--- src/hw/rtl/rtch_pkg.sv ---
// ----------------------------------------------------------------------------
// rtch_pkg
// Shared types and constants of the nearest ray/triangle hit unit.
// ----------------------------------------------------------------------------
package rtch_pkg;

    localparam int COORD_WIDTH = 32;
    localparam int FRAC_BITS   = 16;
    localparam int QUEUE_DEPTH = 2;

    localparam int CFG_IDX_W  = 3;
    localparam int CFG_DATA_W = 32;
    localparam int EPS_W      = 17;
    localparam int MAXD_W     = 31;

    localparam logic [CFG_DATA_W-1:0] DIR_Z_RESET = 32'd65536;
    localparam logic [EPS_W-1:0]      EPS_RESET   = 17'd66;
    localparam logic [MAXD_W-1:0]     MAXD_RESET  = 31'd655353446;

    typedef enum logic [CFG_IDX_W-1:0] {
        REG_ORIGIN_X     = 3'd0,
        REG_ORIGIN_Y     = 3'd1,
        REG_ORIGIN_Z     = 3'd2,
        REG_DIR_X        = 3'd3,
        REG_DIR_Y        = 3'd4,
        REG_DIR_Z        = 3'd5,
        REG_EPSILON      = 3'd6,
        REG_MAX_DISTANCE = 3'd7
    } t_reg_idx;

    typedef struct packed {
        logic signed [31:0] ax;
        logic signed [31:0] ay;
        logic signed [31:0] az;
        logic signed [31:0] bx;
        logic signed [31:0] by_coord;
        logic signed [31:0] bz;
        logic signed [31:0] cx;
        logic signed [31:0] cy;
        logic signed [31:0] cz;
        logic               last_triangle;
    } t_tri_in;

    typedef struct packed {
        logic               hit;
        logic signed [31:0] point_x;
        logic signed [31:0] point_y;
        logic signed [31:0] point_z;
    } t_hit_out;

endpackage

--- src/hw/rtl/rtch_queue.sv ---
// ----------------------------------------------------------------------------
// rtch_queue
// Small first-in first-out queue between the front and the back part.
// ----------------------------------------------------------------------------
module rtch_queue #(
    parameter int WIDTH = 8,
    parameter int DEPTH = rtch_pkg::QUEUE_DEPTH
) (
    input  logic             i_clk,
    input  logic             i_rst_n,
    input  logic             i_wr,
    input  logic [WIDTH-1:0] i_data,
    output logic             o_full,
    input  logic             i_rd,
    output logic             o_valid,
    output logic [WIDTH-1:0] o_data
);

    localparam int PW = $clog2(DEPTH);
    localparam int NW = $clog2(DEPTH + 1);

    logic [WIDTH-1:0] r_mem [DEPTH];
    logic [PW-1:0]    r_wptr;
    logic [PW-1:0]    r_rptr;
    logic [NW-1:0]    r_count;
    logic             wr_en;
    logic             rd_en;

    assign o_full  = (r_count == NW'(DEPTH));
    assign o_valid = (r_count != '0);
    assign o_data  = r_mem[r_rptr];
    assign wr_en   = i_wr && !o_full;
    assign rd_en   = i_rd && o_valid;

    always_ff @(posedge i_clk) begin
        if (!i_rst_n) begin
            r_wptr  <= '0;
            r_rptr  <= '0;
            r_count <= '0;
        end else begin
            if (wr_en) begin
                r_wptr <= (r_wptr == PW'(DEPTH - 1)) ? '0 : r_wptr + 1'b1;
            end
            if (rd_en) begin
                r_rptr <= (r_rptr == PW'(DEPTH - 1)) ? '0 : r_rptr + 1'b1;
            end
            if (wr_en && !rd_en) begin
                r_count <= r_count + 1'b1;
            end else if (rd_en && !wr_en) begin
                r_count <= r_count - 1'b1;
            end
        end
    end

    always_ff @(posedge i_clk) begin
        if (wr_en) begin
            r_mem[r_wptr] <= i_data;
        end
    end

endmodule

--- config.mk ---
export PLATFORM = sky130hd
export DESIGN_NAME = rtch_queue
export DESIGN_NICKNAME = d
export VERILOG_FILES = /design/src/hw/rtl/rtch_pkg.sv /design/src/hw/rtl/rtch_queue.sv
export SDC_FILE = /design/constraint.sdc
export NUM_CORES = 1
export LEC_CHECK = 0
export BUFFER_PORTS_ARGS = -buffer_cell sky130_fd_sc_hd__buf_2
export CAP_MARGIN = 20
export CORE_MARGIN = 2
export CORE_UTILIZATION = 35
export DETAILED_ROUTE_END_ITERATION = 16
export SETUP_SLACK_MARGIN = 0.3
export SLEW_MARGIN = 10
export SYNTH_ARGS = -nofsm -noshare
export SYNTH_HDL_FRONTEND = slang
export SYNTH_SLANG_ARGS = --single-unit
export TNS_END_PERCENT = 50
--- constraint.sdc ---
create_clock -name i_clk -period 2 [get_ports i_clk]
set_input_delay 0.1 -clock i_clk [delete_from_list [all_inputs] [get_ports i_clk]]
set_output_delay 0.1 -clock i_clk [all_outputs]
set_load 0.05 [all_outputs]
After elaboration in Yosys (flattened, before gate mapping)
Memories as Yosys holds them, arrays and structs flattened. A register that Yosys moved wholly into a read port is not among the register bits.
Cells that the tools add are included.
W data, S select, Z words.
Operators by class
  add/sub/neg operators: 4
  equal/unequal tests: 1
  multiplexer cells: 8
  reduce and logical (&&, ||, !) cells: 9
Operators with widths (count)
  $mux W1: 6
  $logic_and A1 B1 Y1: 4
  $mux W2: 2
  $reduce_bool A2 Y1: 2
  $logic_not A1 Y1: 3
  $add A1 B1 Y1 const B: 2
  $add A2 B1 Y2 const B: 1
  $eq A2 B2 Y1 const B: 1
  $sub A2 B1 Y2 const B: 1
Storage, ports and cells
  register bits after elaboration: 4
  RAM bits: 16
  bits of input ports: 12
  output and inout bits: 10
  word-level logic and storage cells: 26
  memories kept: 1
Memory list
  r_mem: depth 2, width 8, rd ports 1, clocked after Yosys merged registers in 1, write ports 1, line rtch_queue.sv:22  | logic [WIDTH-1:0] r_mem [DEPTH];

Depth between registers and ports, before layout
Gate-level depths: netlist of run 1.
  word-level depth: 7
  gate-level depth with buffers: 7
  gate-level depth less buffers: 7

Least setup slack after synthesis of run 1
Ideal clock, no wire load.
  path kind: reg2reg
  from: register r_count[0]
  to: register r_count[1]
  setup time: 0.070 ns
  data arrival time: 1.718 ns
  data required time: 1.930 ns
  setup slack: 0.212 ns
  stages on the path, launching flop included: 7
  buffers on the path: 0
  clock period less this slack: 1.788 ns
  cells stage by stage: dfxtp_1 nand2b_1 inv_1 nor2_1 ha_1 or3_1 a21oi_1
Between the ends
  word-level cells in the longest chain between the ends: 6
  elaborated cells between the ends (all ways): 14
  those cells by class: add/sub (2); eq/ne (1); mux (2); reduce/logical (9)
Ends and longest elaborated chain
  from (decl): line rtch_queue.sv:25  | logic [NW-1:0] r_count;
  from (signal assigned): line rtch_queue.sv:48  | r_count <= r_count + 1'b1;
  from (signal assigned): line rtch_queue.sv:50  | r_count <= r_count - 1'b1;
  $eq A2 B2 Y1 (*): line rtch_queue.sv:29  | assign o_full = (r_count == NW'(DEPTH));
  named net o_full: line rtch_queue.sv:13  | output logic o_full,
  $logic_not A1 Y1 (*): line rtch_queue.sv:32  | assign wr_en = i_wr && !o_full;
  $logic_and A1 B1 Y1 (*): line rtch_queue.sv:32
  $logic_not A1 Y1: line rtch_queue.sv:49  | end else if (rd_en && !wr_en) begin
  $logic_and A1 B1 Y1: line rtch_queue.sv:49
  $reduce_bool A2 Y1 (no line)
The timed path passes the listed nets; every way through them passes the cells marked *. The select of a mux whose other input is x is not followed.
A chain may end at the register's enable or synchronous reset.

Worst setup path after layout of run 1
  from: register r_count[1]
  to: register r_count[1]
Between the ends
  word-level cells in the longest chain between the ends: 6
  elaborated cells between the ends (all ways): 14
  those cells by class: add/sub (2); eq/ne (1); mux (2); reduce/logical (9)
Ends and longest elaborated chain (line)
  $eq A2 B2 Y1: rtch_queue.sv:29
  $logic_not A1 Y1: rtch_queue.sv:32
  $logic_and A1 B1 Y1: rtch_queue.sv:32
  $logic_not A1 Y1: rtch_queue.sv:49
  $logic_and A1 B1 Y1: rtch_queue.sv:49
  $reduce_bool A2 Y1 (no line)
Several ways; a longest one is shown, not always the timed one. The select of a mux whose other input is x is not followed.

==> results.cfg, run 1 <==
[outcome]
status = complete, no violations

[detailed_routing]
vias = 494
ant_nets = 0
first_iter_violations = 9
dr.pass1.iters = 4
drc = 0
vias_per_cell = 4.41
drt_wl_total_um = 1260
wl_per_cell_um = 11.3

[cts]
post-cts-setup-buffers = 0
htree_levels = 1
cts_hold_buffers = 8
clkLatencyLatePin_ps = 290
cts_tree = built
clk_pin_slew_ps = 120
cts_num_sinks = 21
root_buffer = clkbuf_4
cts.path.max_buffers = 2
cts.repair.resized = 0
cts_buffers = 3

[sta]
rsz0062_at_grt = false
setup_tns_ps = 0
fin_crit_ps = 1550
finalMaxSlewViolations = 0
fin_crit_sh_pct = 77.7
max_slew_margin_pct = 73.5
finalHoldViolCount = 0
skew_ps = 8.24
worstMarginPinSlew_ps = 397
max_freq_mhz = 643
setup_viol = 0
fin_ws_ps = 446

[placement]
post-place-ws_ps = 471
gp_congestion = 0.696
port_buffers = 21
dp_hpwl_um = 877

[pwr]
peakVddDrop_mv = 0.857
p_per_area_nw_per_um2 = 1340
p_leak_uw = 0.000429

[finish]
final_common_cell = buf_2
drive_gt1_share_pct = 46.4
seqCellArea_um2 = 582
multi_input_area_um2 = 216
antenna_cells = 0
nets = 98
area_delta_synth_final_pct = 32.6
fill_cells = 224
mostFrequentLayoutCells = buf_2 (21), edfxtp_1 (16), mux2_2 (8), dlygate4sd3_1 (8)

[global_route]
grtUsageTotal_pct = 10.1
overflow = 0
grt_pass1_wl_um = 1960
met2_usage_pct = 18.4
met1_usage_pct = 11.1
grt_pass1_vias = 464
use_met3_pct = 2.59
antenna_found_initial = 0
busiest_layer = met2
grt_max_degree = 13

[floorplanning]
die_h_um = 52.0
die_x_um = 52.0
dieArea_um2 = 2700
ios = 22
num_rows = 17
core_um2 = 2190
start_util_pct = 36.8

[setup_path]
path_class = register to register
cp_top_family = simple AND/OR/NAND/NOR gates
worstPathArrival_ps = 1790
crit_fanout = 5
cp_slowest_cell = dfxtp_1
end_kind = register
crit_chain = nand2b_4, clkinvlp_4, nor2_1, ha_1, xor2_1, or3_1, a21oi_1
max_stage_delay_ps = 440
critical_path_required_ps = 2240
startpoint_type = register
cp.buffers_inverters = 1

[synth]
postSynthAreaPerCell_um2 = 15.8
syn_nets = 64
syn_inst = 51
synth_seq_cells = 21
yosysWarnings = 0
synth_cell_type_count = 17
netlist_area_um2 = 806
seq_area_frac_synth_pct = 72.0

[flow_run]
maxCapViolations = 0

[min_path]
hp-class = input port to register
==> stage by stage <==
step                      instance area, um^2  instances  hold slack, ps  power, uW  utilization, %
after global placement                    961        100             289       1230            43.9
after global routing                     1070        112            20.9       1520            48.8
final                                    1070        112            18.2       1430            48.8
after detailed placement                  961        100             291       1240            43.9
after CTS                                1070        112            10.2       1450            48.8
after floorplan                           818         51             199       1110               -
==> flip-flops by register name, indices dropped and copies added (netlist names), named ones only <==
name and flops:
r_mem 16, r_count 2, r_rptr 1, r_wptr 1
==> final timing paths <==
| kind | endpoint | cells after the start | start | slack, ps |
|---|---|---|---|---|
| max | r_count[1] | 7 | r_count[1] | 450 |
| min reg2reg | register | 2 | r_rptr | 530 |
| max reg2reg | r_count[1] | 7 | r_count[1] | 450 |
| min | r_wptr | 2 | i_rst_n | 20 |
==> layer usage <==
metal / wire [um] / vias to the layer above
li1: - / 250
met1: 528 / 233
met2: 670 / 11
met3: 62 / 0
met4: 0 / 0
met5: 0 / -
==> power breakdown <==
part           internal (uW)  total [uW]  switching [uW]
Sequential               558         621            62.6
Clock                   74.3         196             122
Combinational            207         617             410
==> Yosys cell counts <==
library cell | count | share of area (%)
edfxtp_1 | 16 | 60
nor2_1 | 4 | 1.9
nand2b_1 | 1 | 0.78
xor2_1 | 3 | 3.3
mux2_2 | 8 | 11
or3_1 | 1 | 0.78
or2_2 | 1 | 0.78
nor3_2 | 1 | 1.2
buf_2 | 1 | 0.62
and3_1 | 1 | 0.78
dfxtp_1 | 5 | 12
ha_1 | 1 | 1.6
o21a_1 | 1 | 0.93
a21boi_0 | 1 | 0.93
o21ai_0 | 2 | 1.2
inv_1 | 3 | 1.4
a21oi_1 | 1 | 0.62
==> worst reg2reg max path, stage by stage (launching register included) <==
cell and delay, ps:
dfxtp_1 440, nand2b_4 90, clkinvlp_4 90, nor2_1 50, ha_1 190, xor2_1 150
or3_1 370, a21oi_1 130
==> cell families (layout without fill, tap and decap cells) <==
kind of cell	after synthesis	count (layout)	share of synthesized area, %
and+or+nand+nor	9	9	6.21
buffers and inverters	4	37	2.02
xor gates and xnor gates	3	3	3.26
muxes	8	8	11.2
AOI/OAI and AO/OA	5	5	3.73
DFF	21	21	72.1
adders and majority gates	1	1	1.55
==> layout make-up <==
class	count	area share, %
clock buffer	3	2.11
clock inverter	1	0.468
inverter	3	1.41
multi-input combinational	26	20.3
sequential	21	54.4
tap	28	3.28
timing repair buffer	30	18.0
(Power assumes the default switching activity.)
==> run 2, diff against run 1 <==
==> constraint.sdc (replaced) <==
create_clock -name i_clk -period 1.55 [get_ports i_clk]
set_input_delay 0.0775 -clock i_clk [delete_from_list [all_inputs] [get_ports i_clk]]
set_output_delay 0.0775 -clock i_clk [all_outputs]
set_load 0.05 [all_outputs]
==> run 2 against run 1 <==
Effect of this change:
- critical endpoint unchanged
- worst hold slack gained 130 ps
- final cell count grew 5.4%
- utilization grew 3.7 points
- first-iteration DRC count shrank 56%
- clock-buffer cell count is the same
- combinational power grew 50%
- flip-flop and latch count is the same
- highest routed layer unchanged
==> results.cfg, run 2 (synthesized netlist as in run 1, its figures left out) <==
[detailed_routing]
dr.pass1.iters = 4
drt_wl_total_um = 1390
drc = 0
first_iter_violations = 4
vias = 514
vias_per_cell = 4.36
wl_per_cell_um = 11.8
ant_nets = 0

[cts]
clkLatencyLatePin_ps = 300
clk_pin_slew_ps = 120
cts_num_sinks = 21
cts.path.max_buffers = 2
cts_tree = built
htree_levels = 1
cts_buffers = 3
root_buffer = clkbuf_4

[floorplanning]
die_h_um = 52.0
dieArea_um2 = 2700
start_util_pct = 36.8
die_x_um = 52.0
core_um2 = 2190
ios = 22
num_rows = 17

[min_path]
hp-class = input port to register

[finish]
finish.utilization_pct = 52.5
largest-register = r_mem
area_delta_synth_final_pct = 42.7
reg_top3 = r_mem x16, r_count x2
largest_reg_flops = 16
drive_gt1_share_pct = 55.6
final_common_cell = buf_2
antenna_cells = 0
mostFrequentLayoutCells = buf_2 (21), edfxtp_1 (16), dlygate4sd3_1 (9)
nets = 104

[pwr]
p_leak_uw = 0.000461
swShare_pct = 40.6
peakVddDrop_mv = 1.18
p_int_uw = 1180
p_per_area_nw_per_um2 = 1730
power.share.combinational_pct = 46.5
p_switching_uw = 809
power_frac_clock_pct = 12.8
sequentialPowerShare_pct = 40.7

[placement]
dp_hpwl_um = 877
port_buffers = 21
gp_congestion = 0.696

[setup_path]
startpoint_type = register
critPathCapture = r_count[1]
path_class = register to register
ff2ff_setup_slack_ps = 90
critical_path_required_ps = 1780
critPathLaunch = r_count[0]
worstRegToRegCells = 6
end_kind = register
reg2reg_to = r_count[1]
worstPathArrival_ps = 1690
crit_fanout = 4
worstReg2RegStart = r_count[0]

[global_route]
grt_max_degree = 13
grtUsageTotal_pct = 11.2
overflow = 0
antenna_found_initial = 0
grt_pass1_vias = 500
grt_pass1_wl_um = 2140

[sta]
rsz0062_at_grt = true
skew_ps = 9.40
finalHoldViolCount = 0
finalMaxSlewViolations = 0
fin_crit_sh_pct = 94.0
max_slew_margin_pct = 83.5
fin_crit_ps = 1460
max_freq_mhz = 687
setup_viol = 0
worstMarginPinSlew_ps = 248
setup_tns_ps = 0

[outcome]
status = complete, no violations

[flow_run]
maxCapViolations = 0
run 2: how the worst min path moves through the flow:
stage | start | to | cells past startpoint
5_1_grt | i_wr | r_wptr | 3
4_1_cts | i_wr | r_wptr | 3
6_report | i_wr | r_wptr | 3
2_1_floorplan | i_data[0] | r_mem[0][0] | 0
3_5_place_dp | i_data[7] | r_mem[0][7] | 1
3_3_place_gp | i_data[1] | r_mem[0][1] | 1
run 2: area by class of cell:
| type | count | area (um^2) |
|---|---|---|
| Inverter | 3 | 15.0 |
| Timing Repair Buffer | 36 | 244 |
| Clock inverter | 1 | 5.00 |
| Fill cell | 216 | 1040 |
| Clock buffer | 3 | 22.5 |
| Multi-Input combinational cell | 26 | 241 |
| Sequential cell | 21 | 587 |
| Tap cell | 28 | 35.0 |
run 2: per-stage QoR:
stage | hold slack [ps] | area [um^2] | power, uW | worst slack [ps] | cells
after global placement | 267 | 961 | 1590 | 68.8 | 100
after global routing | 156 | 1150 | 2100 | 60.3 | 118
after detailed placement | 269 | 961 | 1600 | 21.0 | 100
after CTS | 137 | 1150 | 2000 | 83.9 | 118
after floorplan | 176 | 818 | 1440 | -117 | 51
final | 145 | 1150 | 1990 | 93.5 | 118
run 2: metal layers:
layer | track usage, % | up-vias | routed length [um]
li1 | - | 264 | -
met1 | 11.3 | 239 | 560
met2 | 21.7 | 11 | 766
met3 | 2.59 | 0 | 62
met4 | 3.95 | 0 | 0
met5 | 0 | - | 0
run 2: repair_timing:
item                       in CTS  in global routing
setup buffers                   5                  0
hold buffers                    9                  0
pin swaps                       4                  1
hold endpoints to repair       17                  0
resized for setup              10                  1
setup endpoints to repair      28                 24
run 2: power groups by stage:
| stage | sequential [uW] | combinational [uW] | clock [uW] |
|---|---|---|---|
| 6_report | 809 | 926 | 254 |
| 5_1_grt | 825 | 982 | 292 |
| 4_1_cts | 812 | 920 | 264 |
| 3_5_place_dp | 815 | 784 | 0 |
| 3_3_place_gp | 810 | 776 | 0 |
| 2_1_floorplan | 774 | 663 | 0 |
run 2: critical path, cell delays in order (launching register included):
cell and delay (ps):
dfxtp_4 380, nand2b_4 140, clkinvlp_4 100, nor2_4 100
ha_4 200, or3_1 360, a21oi_1 130
